## src/hdl/sem_pkg.sv

```systemverilog
package sem_pkg;

  // field widths
  localparam int ANG_W  = 16;
  localparam int CLN_W  = 14;
  localparam int DEP_W  = 16;
  localparam int LEN_W  = 16;
  localparam int COST_W = 30;

  // depth continuity knees (4 fractional bits: 5 and 25 units)
  localparam int DEPTH_LO   = 80;
  localparam int DEPTH_HI   = 400;
  localparam int DEPTH_SPAN = DEPTH_HI - DEPTH_LO;

  // convexity ramp: 0.7 drop over pi/4 (pi/4 with 12 fractional bits)
  localparam int PI4_Q12    = 3217;
  localparam int CONV_SLOPE = 7;
  localparam int CONV_DEN   = 10 * PI4_Q12;

  // cleanliness is 12 fractional bits, saturated to +-1
  localparam int CLEAN_ONE = 4096;
  localparam int CLEAN_SH  = 13;

  localparam int COST_MAX = 1 << 28;

  // pipeline stages
  localparam int PIPE_STAGES = 8;
  localparam int ST_IN    = 0;
  localparam int ST_DIV_A = 1;
  localparam int ST_DIV_B = 2;
  localparam int ST_MIN   = 3;
  localparam int ST_NRM_A = 4;
  localparam int ST_NRM_B = 5;
  localparam int ST_SGN   = 6;
  localparam int ST_OUT   = 7;

  typedef struct packed {
    logic [PIPE_STAGES-1:0] en;
    logic [PIPE_STAGES-1:0] vld;
  } sem_pipe_t;

endpackage

```

## src/hdl/sem_rdiv.sv

```systemverilog
// round(n * 2^SH / DEN), halves up, for a constant DEN.
// Reciprocal multiply gives a quotient that is low by at most one; the
// remainder taken in the second stage fixes it and applies the rounding.
module sem_rdiv #(
  parameter int NW  = 9,
  parameter int SH  = 12,
  parameter int DEN = 320,
  parameter int QW  = 12
) (
  input  logic          clk_i,
  input  logic [1:0]    en_i,
  input  logic [NW-1:0] n_i,
  output logic [QW-1:0] q_o
);

  localparam int KW = NW + SH;
  localparam longint unsigned MUL = (64'd1 << KW) / DEN;
  localparam int MW  = $clog2(MUL + 1);
  localparam int DW  = $clog2(DEN + 1);
  localparam int RW  = $clog2(3 * DEN);
  localparam int PW1 = NW + MW;
  localparam int PW2 = MW + DW;
  localparam logic [MW-1:0] MUL_C  = MUL[MW-1:0];
  localparam logic [DW-1:0] DEN_C  = DW'(DEN);
  localparam logic [RW-1:0] HALF_C = RW'(DEN / 2);
  localparam logic [RW-1:0] DEN1_C = RW'(DEN);
  localparam logic [RW-1:0] DEN2_C = RW'(2 * DEN);

  logic [PW1-1:0] prod_a;
  logic [MW-1:0]  q0_a_d, q0_a_q, q0_b_q;
  logic [NW-1:0]  n_a_q;
  logic [PW2-1:0] prod_b;
  logic [KW-1:0]  nsh;
  logic [RW-1:0]  rem_d, rem_q, rem_h;
  logic [MW:0]    q_rnd;

  assign prod_a = PW1'(n_i) * PW1'(MUL_C);
  assign q0_a_d = prod_a[PW1-1:NW];

  always_ff @(posedge clk_i) begin
    if (en_i[0]) begin
      q0_a_q <= q0_a_d;
      n_a_q  <= n_i;
    end
  end

  // remainder is below 2*DEN, so the low RW bits are enough
  assign prod_b = PW2'(q0_a_q) * PW2'(DEN_C);
  assign nsh    = KW'(n_a_q) << SH;
  assign rem_d  = nsh[RW-1:0] - prod_b[RW-1:0];

  always_ff @(posedge clk_i) begin
    if (en_i[1]) begin
      q0_b_q <= q0_a_q;
      rem_q  <= rem_d;
    end
  end

  assign rem_h = rem_q + HALF_C;
  assign q_rnd = {1'b0, q0_b_q} + (MW+1)'(rem_h >= DEN1_C) + (MW+1)'(rem_h >= DEN2_C);
  assign q_o   = q_rnd[QW-1:0];

endmodule

```

## src/hdl/sem_pipe_ctl.sv

```systemverilog
// Stage valids and load enables. A stage loads when it is empty or when
// the stage after it moves, so bubbles are squeezed out under a stall.
module sem_pipe_ctl (
  input  logic              clk_i,
  input  logic              rst_ni,
  input  logic              valid_i,
  output logic              stall_o,
  output logic              valid_o,
  input  logic              stall_i,
  output sem_pkg::sem_pipe_t pipe_o
);

  import sem_pkg::*;

  localparam int NS = PIPE_STAGES;

  logic [NS-1:0] vld_q, vld_d, en;
  logic          in_acc, out_acc;

  always_comb begin
    en[NS-1] = ~vld_q[NS-1] | ~stall_i;
    for (int k = NS - 2; k >= 0; k--) begin
      en[k] = ~vld_q[k] | en[k+1];
    end
    vld_d[0] = en[0] ? valid_i : vld_q[0];
    for (int k = 1; k < NS; k++) begin
      vld_d[k] = en[k] ? vld_q[k-1] : vld_q[k];
    end
  end

  always_ff @(posedge clk_i or negedge rst_ni) begin
    if (!rst_ni) begin
      vld_q <= '0;
    end else begin
      vld_q <= vld_d;
    end
  end

  assign stall_o = ~en[0];
  assign valid_o = vld_q[NS-1];
  assign pipe_o  = '{en: en, vld: vld_q};
  assign in_acc  = valid_i & ~stall_o;
  assign out_acc = valid_o & ~stall_i;

  // input only backs up when every stage holds a transaction
  a_stall_full: assert property (@(posedge clk_i) disable iff (!rst_ni)
    stall_o |-> (&vld_q))
    else $error("input stalled with a free stage");

  // occupancy follows accepted and delivered transactions
  a_occupancy: assert property (@(posedge clk_i) disable iff (!rst_ni)
    $past(rst_ni) |-> ($countones(vld_q) == $past($countones(vld_q))
                       + int'($past(in_acc)) - int'($past(out_acc))))
    else $error("transaction lost or duplicated in pipeline");

endmodule

```

## src/hdl/segment_edge_merge_cost.sv

```systemverilog
// Channel   Direction  Handshake                 Payload
// input     in         in_valid_i / in_stall_o   convexity_angle_i, cleanliness_i,
//                                                depth_step_i, boundary_length_i
// output    out        out_valid_o / out_stall_i edge_cost_o
//
// One edge per cycle sustained while out_stall_i is low; an accepted edge
// crosses 8 register stages (input register, two reciprocal-divide stages,
// min, two more divide stages, sign, multiply by boundary length) on its way to out_valid_o.
// Reset clears the stage valids only; payload registers are not reset.
// A stalled output holds; earlier stages keep filling until all 8 are full,
// and only then is in_stall_o raised.
module segment_edge_merge_cost #(
  parameter int FRAC_BITS = 12
) (
  input  logic                              clk_i,
  input  logic                              rst_ni,
  input  logic                              in_valid_i,
  output logic                              in_stall_o,
  input  logic signed [sem_pkg::ANG_W-1:0]  convexity_angle_i,
  input  logic signed [sem_pkg::CLN_W-1:0]  cleanliness_i,
  input  logic signed [sem_pkg::DEP_W-1:0]  depth_step_i,
  input  logic        [sem_pkg::LEN_W-1:0]  boundary_length_i,
  output logic                              out_valid_o,
  input  logic                              out_stall_i,
  output logic signed [sem_pkg::COST_W-1:0] edge_cost_o
);

  import sem_pkg::*;

  localparam int F     = FRAC_BITS;
  localparam int ONE   = 1 << F;
  localparam int ALPHA = (8 * ONE + 5) / 10;
  localparam int DNW   = $clog2(DEPTH_SPAN);
  localparam int CNW   = $clog2(CONV_SLOPE * PI4_Q12 + 1);
  localparam int PCW   = CLN_W + 1 + F;
  localparam int PW    = F + 2 + LEN_W + 1;
  localparam int XW    = (PW > COST_W + 1) ? PW : COST_W + 1;
  localparam logic [F:0]          ONE_C   = (F+1)'(ONE);
  localparam logic signed [F+1:0] ALPHA_S = (F+2)'(ALPHA);

  sem_pipe_t pipe;

  sem_pipe_ctl u_ctl (
    .clk_i   (clk_i),
    .rst_ni  (rst_ni),
    .valid_i (in_valid_i),
    .stall_o (in_stall_o),
    .valid_o (out_valid_o),
    .stall_i (out_stall_i),
    .pipe_o  (pipe)
  );

  // ---- input register
  logic signed [ANG_W-1:0] ang_q;
  logic signed [CLN_W-1:0] cln_q;
  logic signed [DEP_W-1:0] dep_q;
  logic [LEN_W-1:0]        len_q;

  always_ff @(posedge clk_i) begin
    if (pipe.en[ST_IN]) begin
      ang_q <= convexity_angle_i;
      cln_q <= cleanliness_i;
      dep_q <= depth_step_i;
      len_q <= boundary_length_i;
    end
  end

  // ---- plausibility numerators
  logic              lo_d, hi_d, neg_d;
  logic signed [DEP_W:0] dep_t;
  logic [DNW-1:0]    dep_n;
  logic signed [ANG_W:0] ang_abs;
  logic [11:0]       ang_c;
  logic [CNW-1:0]    conv_n;
  logic signed [CLN_W-1:0] cln_sat;
  logic signed [CLN_W:0]   cln_u;
  logic [PCW-1:0]    cln_wide;
  logic [F:0]        pcl_d;

  always_comb begin
    lo_d   = dep_q <= (DEP_W)'(DEPTH_LO);
    hi_d   = dep_q > (DEP_W)'(DEPTH_HI);
    dep_t  = (DEP_W+1)'(DEPTH_HI) - (DEP_W+1)'(dep_q);
    dep_n  = (!lo_d && !hi_d) ? dep_t[DNW-1:0] : '0;

    neg_d   = ang_q[ANG_W-1];
    ang_abs = -((ANG_W+1)'(ang_q));
    ang_c   = (ang_abs > (ANG_W+1)'(PI4_Q12)) ? 12'(PI4_Q12) : ang_abs[11:0];
    conv_n  = neg_d ? CNW'(ang_c) * CNW'(CONV_SLOPE) : '0;

    if (cln_q > (CLN_W)'(CLEAN_ONE)) begin
      cln_sat = (CLN_W)'(CLEAN_ONE);
    end else if (cln_q < -(CLN_W)'(CLEAN_ONE)) begin
      cln_sat = -(CLN_W)'(CLEAN_ONE);
    end else begin
      cln_sat = cln_q;
    end
    cln_u    = (CLN_W+1)'(cln_sat) + (CLN_W+1)'(CLEAN_ONE);
    cln_wide = (PCW'(cln_u[CLN_W-1:0]) << F) + PCW'(CLEAN_ONE);
    pcl_d    = cln_wide[CLEAN_SH +: F+1];
  end

  logic [F-1:0] q_dep, q_conv;

  sem_rdiv #(.NW(DNW), .SH(F), .DEN(DEPTH_SPAN), .QW(F)) u_div_dep (
    .clk_i (clk_i),
    .en_i  ({pipe.en[ST_DIV_B], pipe.en[ST_DIV_A]}),
    .n_i   (dep_n),
    .q_o   (q_dep)
  );

  sem_rdiv #(.NW(CNW), .SH(F), .DEN(CONV_DEN), .QW(F)) u_div_conv (
    .clk_i (clk_i),
    .en_i  ({pipe.en[ST_DIV_B], pipe.en[ST_DIV_A]}),
    .n_i   (conv_n),
    .q_o   (q_conv)
  );

  logic             s1_lo_q, s1_hi_q, s1_neg_q, s2_lo_q, s2_hi_q, s2_neg_q;
  logic [F:0]       s1_pcl_q, s2_pcl_q;
  logic [LEN_W-1:0] s1_len_q, s2_len_q;

  always_ff @(posedge clk_i) begin
    if (pipe.en[ST_DIV_A]) begin
      s1_lo_q  <= lo_d;
      s1_hi_q  <= hi_d;
      s1_neg_q <= neg_d;
      s1_pcl_q <= pcl_d;
      s1_len_q <= len_q;
    end
    if (pipe.en[ST_DIV_B]) begin
      s2_lo_q  <= s1_lo_q;
      s2_hi_q  <= s1_hi_q;
      s2_neg_q <= s1_neg_q;
      s2_pcl_q <= s1_pcl_q;
      s2_len_q <= s1_len_q;
    end
  end

  // ---- minimum and offset
  logic [F:0]          pcont, pconv, m_min;
  logic signed [F+1:0] d_off, d_mag;
  logic [F-1:0]        nd_d;

  always_comb begin
    if (s2_lo_q) begin
      pcont = ONE_C;
    end else if (s2_hi_q) begin
      pcont = '0;
    end else begin
      pcont = {1'b0, q_dep};
    end
    pconv = s2_neg_q ? ONE_C - {1'b0, q_conv} : ONE_C;
    m_min = (pconv < pcont) ? pconv : pcont;
    if (s2_pcl_q < m_min) begin
      m_min = s2_pcl_q;
    end
    d_off = $signed({1'b0, m_min}) - ALPHA_S;
    d_mag = d_off[F+1] ? -d_off : d_off;
    nd_d  = d_mag[F-1:0];
  end

  logic [F-1:0]     s3_nd_q;
  logic             s3_neg_q, s4_neg_q, s5_neg_q;
  logic [LEN_W-1:0] s3_len_q, s4_len_q, s5_len_q;

  always_ff @(posedge clk_i) begin
    if (pipe.en[ST_MIN]) begin
      s3_nd_q  <= nd_d;
      s3_neg_q <= d_off[F+1];
      s3_len_q <= s2_len_q;
    end
    if (pipe.en[ST_NRM_A]) begin
      s4_neg_q <= s3_neg_q;
      s4_len_q <= s3_len_q;
    end
    if (pipe.en[ST_NRM_B]) begin
      s5_neg_q <= s4_neg_q;
      s5_len_q <= s4_len_q;
    end
  end

  // ---- normalization, one divider per side of alpha
  logic [F:0] q_pos, q_neg;

  sem_rdiv #(.NW(F), .SH(F), .DEN(ONE - ALPHA), .QW(F+1)) u_div_pos (
    .clk_i (clk_i),
    .en_i  ({pipe.en[ST_NRM_B], pipe.en[ST_NRM_A]}),
    .n_i   (s3_nd_q),
    .q_o   (q_pos)
  );

  sem_rdiv #(.NW(F), .SH(F), .DEN(ALPHA), .QW(F+1)) u_div_neg (
    .clk_i (clk_i),
    .en_i  ({pipe.en[ST_NRM_B], pipe.en[ST_NRM_A]}),
    .n_i   (s3_nd_q),
    .q_o   (q_neg)
  );

  logic [F:0]          mag;
  logic signed [F+1:0] v_d, s6_v_q;
  logic [LEN_W-1:0]    s6_len_q;

  assign mag = s5_neg_q ? q_neg : q_pos;
  assign v_d = s5_neg_q ? -$signed({1'b0, mag}) : $signed({1'b0, mag});

  always_ff @(posedge clk_i) begin
    if (pipe.en[ST_SGN]) begin
      s6_v_q   <= v_d;
      s6_len_q <= s5_len_q;
    end
  end

  // ---- scale by boundary length, saturate
  logic signed [PW-1:0]     prod;
  logic signed [XW-1:0]     prod_x, sat_x;
  logic signed [COST_W-1:0] cost_q;

  always_comb begin
    prod   = s6_v_q * $signed({1'b0, s6_len_q});
    prod_x = XW'(prod);
    if (prod_x > XW'(COST_MAX)) begin
      sat_x = XW'(COST_MAX);
    end else if (prod_x < -XW'(COST_MAX)) begin
      sat_x = -XW'(COST_MAX);
    end else begin
      sat_x = prod_x;
    end
  end

  always_ff @(posedge clk_i) begin
    if (pipe.en[ST_OUT]) begin
      cost_q <= sat_x[COST_W-1:0];
    end
  end

  assign edge_cost_o = cost_q;

  a_offset_range: assert property (@(posedge clk_i) disable iff (!rst_ni)
    pipe.vld[ST_MIN] |-> (s3_neg_q ? (int'(s3_nd_q) <= ALPHA)
                                   : (int'(s3_nd_q) <= ONE - ALPHA)))
    else $error("offset from alpha out of range");

  a_norm_range: assert property (@(posedge clk_i) disable iff (!rst_ni)
    pipe.vld[ST_SGN] |-> (s6_v_q <= (F+2)'(ONE) && s6_v_q >= -(F+2)'(ONE)))
    else $error("normalized cost outside [-1,1]");

endmodule
```

## config.mk

```make
export PLATFORM = sky130hd
export DESIGN_NAME = segment_edge_merge_cost
export DESIGN_NICKNAME = d
export VERILOG_FILES = /design/src/hdl/sem_pkg.sv /design/src/hdl/sem_rdiv.sv /design/src/hdl/sem_pipe_ctl.sv /design/src/hdl/segment_edge_merge_cost.sv
export SDC_FILE = /design/constraint.sdc
export NUM_CORES = 2
export LEC_CHECK = 0
export ABC_CLOCK_PERIOD_IN_PS = 22100
export BUFFER_PORTS_ARGS = -buffer_cell sky130_fd_sc_hd__buf_2
export CAP_MARGIN = 5
export CORE_MARGIN = 5
export CORE_UTILIZATION = 32
export CTS_BUF_LIST = sky130_fd_sc_hd__clkbuf_8 sky130_fd_sc_hd__clkbuf_16
export DETAILED_ROUTE_END_ITERATION = 12
export PLACE_DENSITY_LB_ADDON = 0.08
export SYNTH_ARGS = -nofsm -noshare
export SYNTH_HDL_FRONTEND = slang
export SYNTH_SLANG_ARGS = --single-unit
```

## constraint.sdc

```tcl
create_clock -name clk_i -period 22.1 [get_ports clk_i]
set_input_delay 4.42 -clock clk_i [delete_from_list [all_inputs] [get_ports clk_i]]
set_output_delay 4.42 -clock clk_i [all_outputs]
set_load 0.02 [all_outputs]
```

* Word-level counts from Yosys, hierarchy flattened
Cells that the tools add are included.
** Storage, ports and cells
- Flip-flop bits (word level) :: 421
- Input port bits :: 66
- Output and inout bits :: 32
- Word-level logic and storage cells :: 135
** Operators by class
- Add/sub/neg operators :: 24
- Multipliers :: 10
- Magnitude comparators :: 17
- Muxes and demuxes :: 14
- Bitwise logic cells :: 18
- Reductions and logical operators :: 4
** Operator list (count)
- $mux 13 :: 6
- $add 13x1->13 :: 4
- $add 12x1->12 :: 4
- $mux 12 :: 3
- $gt 31x30->1 const B :: 1
- $lt 31x29->1 const B :: 1
- $mul 14x17->31 :: 1
- $mux 30 :: 1
- $mux 14 :: 2
- $mul 12x15->27 const B :: 1
- $add 26x13->26 const B :: 1
- $lt 13x13->1 :: 2
- $mul 15x11->26 const B :: 1
- $mul 12x13->25 const B :: 1
- $mul 9x13->22 const B :: 1
- $add 17x14->17 const B :: 1
- $ge 17x15->1 const B :: 1
- $ge 17x16->1 const B :: 1
- $gt 17x13->1 const B :: 1
- $neg 16->17 :: 1
- $sub 17x17->17 :: 1
- $gt 16x10->1 const B :: 1
- $le 16x8->1 const B :: 1
- $mul 13x14->16 const B :: 1
- other kinds (31) :: 48

* Longest topological paths before layout
- Depth after elaboration :: 13
- Gate-level depth with buffers :: 44
- Gate-level depth less buffers :: 41

* Modules after synthesis
Synthesis repeated with hierarchy kept, for this count alone.
** Unflattened totals
- Cells, all modules :: 3724
- Area total of the unflattened synthesis :: 39509.1 um2
** By module, submodules not included
- segment_edge_merge_cost :: instances 1, cells each 1811, area each 19810.2 um2, sequential area each 7477.2 um2
- sem_rdiv (u_div_neg) :: instances 1, cells each 647, area each 6545.0 um2, sequential area each 1231.2 um2
- sem_rdiv (u_div_conv) :: instances 1, cells each 599, area each 6093.3 um2, sequential area each 1351.3 um2
- sem_rdiv (u_div_pos) :: instances 1, cells each 414, area each 4145.2 um2, sequential area each 1111.1 um2
- sem_rdiv (u_div_dep) :: instances 1, cells each 223, area each 2561.2 um2, sequential area each 810.8 um2
- sem_pipe_ctl :: instances 1, cells each 30, area each 354.1 um2, sequential area each 200.2 um2

* Worst setup path after synthesis
Ideal clock, no wire load.
- Path kind :: input to output
- Start point :: input port out_stall_i
- End point :: output port in_stall_o
- Data arrival time :: 9.109 ns
- Data required time :: 17.680 ns
- Slack :: 8.571 ns
- Cell stages on the path :: 6
- Buffers on the path :: 0
- Cell sequence :: and3_1 > and3_1 > nand3_1 > inv_1 > nand3_1 > inv_1
** RTL lines
- from (decl) :: RTL line segment_edge_merge_cost.sv:24 : input logic out_stall_i,
- to (decl) :: RTL line segment_edge_merge_cost.sv:18 : output logic in_stall_o,

==> reports/results.ini <==
[critical_path]
critPathKind=in -> out
crit_path_max_fanout=64
cp.depth=8
cp.required_ps=17680
critical-path-slowest-cell=sky130_fd_sc_hd__nand3_4
crit_chain=buf_2 > and3_1 > and3_1 > nand3_4 > inv_1 > nand3_4 > inv_1 > buf_2
critPathLaunchType=input port
cp_top_family=simple AND/OR/NAND/NOR gates
crit_path_max_incr_delay_ps=660
timing.critical_path.to_type=output pin
cp_num_buf_inv=4
worstPathArrival_ps=6620
timing.reg2reg.worst_path_depth=36

[clock_network]
cts_resized=0
clk_latency_ps=630
tritoncts=built
clk_root_buffer_cell=sky130_fd_sc_hd__clkbuf_16
path_clk_slew_ps=60
clock-sinks=407
numCtsBuffers=51
clk_path_buf_depth=3
post_cts_hold_fix_bufs=0
postCtsSetupBuffers=0
cts.htree.levels=2

[floorplan]
die_w_microns=356
core_area_sq_um=118000
starting_utilization_of_the_core_area=0.323
die_h_microns=356
io_pins=98
fp.dieArea_sq_um=127000
core.rowCount=126

[placed_design]
last_weighted_congestion_value_of_the_routability_driven_placer=0.750
place.detailed.hpwl_microns=65500
port_buffers=97

[sta]
time_the_worst_path_needs_with_i_o_delays_and_setup_ps=11040
timing.slew.headroom=0.336
fin_tns_setup_ps=0
setup_repair_after_global_routing_missed_its_margin=no
worst_slew_pin_slew_ps=996
fin_worst_skew_ps=23.0
final_period_util=0.499
report.final.slew_viol_count=0
fmaxAchievable_mhz=90.6
setup_viol=0
report.final.hold_viol_count=0

[global_routing]
antenna_found_initial=1
grt_usage=0.130
largest_net_degree_at_the_start_of_global_routing=65
first_pass_grt_wire_length_microns=134000
first_global_vias=25300
leftover_overflow_at_the_end_of_global_routing=0

[run]
cap_viol_max_count=0

[cells_and_area]
num_antenna_cells=0
fill_cells=12000
layout_commonest_cell=sky130_fd_sc_hd__inv_1
multi_input_area_sq_um=23600
flow.area_growth_from_synthesis_pct=10.7
ff_latch_area_sq_um=12200
leading_cell_types_in_the_layout_fill_and_taps_excluded=sky130_fd_sc_hd__inv_1 (618), sky130_fd_sc_hd__ha_1 (522), sky130_fd_sc_hd__edfxtp_1 (399), sky130_fd_sc_hd__fa_1 (348), sky130_fd_sc_hd__nand2_1 (238)
drive_gt1_frac=0.0640
finalNetCount=4598

[synthesis]
post_synth_num_cell_types=90
synth.largest_area_cell=sky130_fd_sc_hd__edfxtp_1
synth_ff_type=sky130_fd_sc_hd__edfxtp_1
fraction_of_post_synthesis_cell_area_in_the_top_cell_type_by_area=0.313
top_cells_by_area_synth=sky130_fd_sc_hd__edfxtp_1 (31%), sky130_fd_sc_hd__fa_1 (18%), sky130_fd_sc_hd__ha_1 (17%), sky130_fd_sc_hd__inv_1 (6.0%), sky130_fd_sc_hd__xnor2_1 (4.1%)
ys_ff_latch=407
ys.warnings.count=0
synth-async-reset-ratio=0.0197
synthesis.instances=3564
synth.cell_area_sq_um=38300
post_synthesis_average_cell_area_sq_um=10.7
seq_total_area_yosys=0.318
synth_nets=4500
synth-edff-count=399

[drt]
1st_pass_router_iterations=4
routed-via-count=24000
drtIter0Drc=900
postRouteAntennaNets=0
avgRoutedWirePerCell_microns=15.2
drt_drc_violations_left=0
detail_route.wirelength_microns=80400
drt-vias-per-instance=4.53

[run_status]
run_status=finished clean

[min_path]
min_path_type=reg -> reg
worstHoldPathCells=0

layer usage:
layer / vias to the layer above / global-route usage / wire length [microns]
met5: - / 0 / 0
met4: 0 / 0.0221 / 1170
met3: 74 / 0.0176 / 2230
met2: 239 / 0.221 / 38000
met1: 11500 / 0.179 / 39100
li1: 12300 / - / -
sequential cells by signal, summed over array words and instances (netlist names), 13 cells and up:
register           count
s6_len_q              16
cln_q                 14
edge_cost_o           30
u_div_neg.q0_a_q      13
len_q                 16
u_div_neg.rem_q       14
s4_len_q              16
s2_pcl_q              13
ang_q                 16
s1_len_q              16
u_div_conv.q0_a_q     13
s1_pcl_q              13
u_div_conv.rem_q      15
s6_v_q                14
dep_q                 16
s2_len_q              16
s3_len_q              16
u_div_pos.q0_a_q      13
s5_len_q              16
cell families (layout without fill, tap and decap cells):
| logic type | after synthesis | in the layout | synth area share |
|---|---|---|---|
| AOI/OAI and AO/OA | 489 | 489 | 0.0854 |
| xor gates and xnor gates | 251 | 251 | 0.0575 |
| adders and majority gates | 870 | 870 | 0.353 |
| buffers and inverters | 671 | 811 | 0.0665 |
| DFF | 407 | 407 | 0.318 |
| muxes | 31 | 31 | 0.00831 |
| and+or+nand+nor | 845 | 845 | 0.111 |
final timing paths:
path                                startpoint             end  slack [ps]
max                                out_stall_i      in_stall_o       11060
min                               s5_len_q[10]    s6_len_q[10]         400
max reg2reg                u_div_conv.rem_q[2]      s3_nd_q[3]       11890
min reg2reg                       s5_len_q[10]    s6_len_q[10]         400
max in group asynchronous               rst_ni  u_ctl.vld_q[4]       18260
min in group asynchronous               rst_ni  u_ctl.vld_q[7]        3640
stage by stage:
stage,hold slack [ps],instance area (sq um),std cells,util,setup slack (ps)
detailed placement,405,40600,5209,0.343,10980
finish,401,42300,5304,0.358,11060
global placement,401,40600,5209,0.343,10930
global route,411,42300,5304,0.358,10750
floorplan,400,38300,3564,-,8570
CTS,400,42300,5304,0.358,10950
layout make-up:
cell class                 instances  area share
clock buffer                      53      0.0311
sequential                       407       0.288
inverter                         609      0.0540
clock inverter                    42      0.0103
multi-input combinational       2486       0.557
timing repair buffer             107      0.0132
tap                             1600      0.0473
synthesized netlist by cell type, drive strengths merged, types with 31 or more instances:
master	number
inv	609
ha	522
edfxtp	399
fa	348
nand2	240
xnor2	180
nor2	159
a21oi	139
and2	117
o21ai	89
xor2	71
nand3	66
clkbuf	51
nand2b	49
nor3	44
a21o	35
o21a	33
and3	31
Power is not shown: default switching activity piles up to over one toggle a cycle in this logic, so the estimate is an artifact.
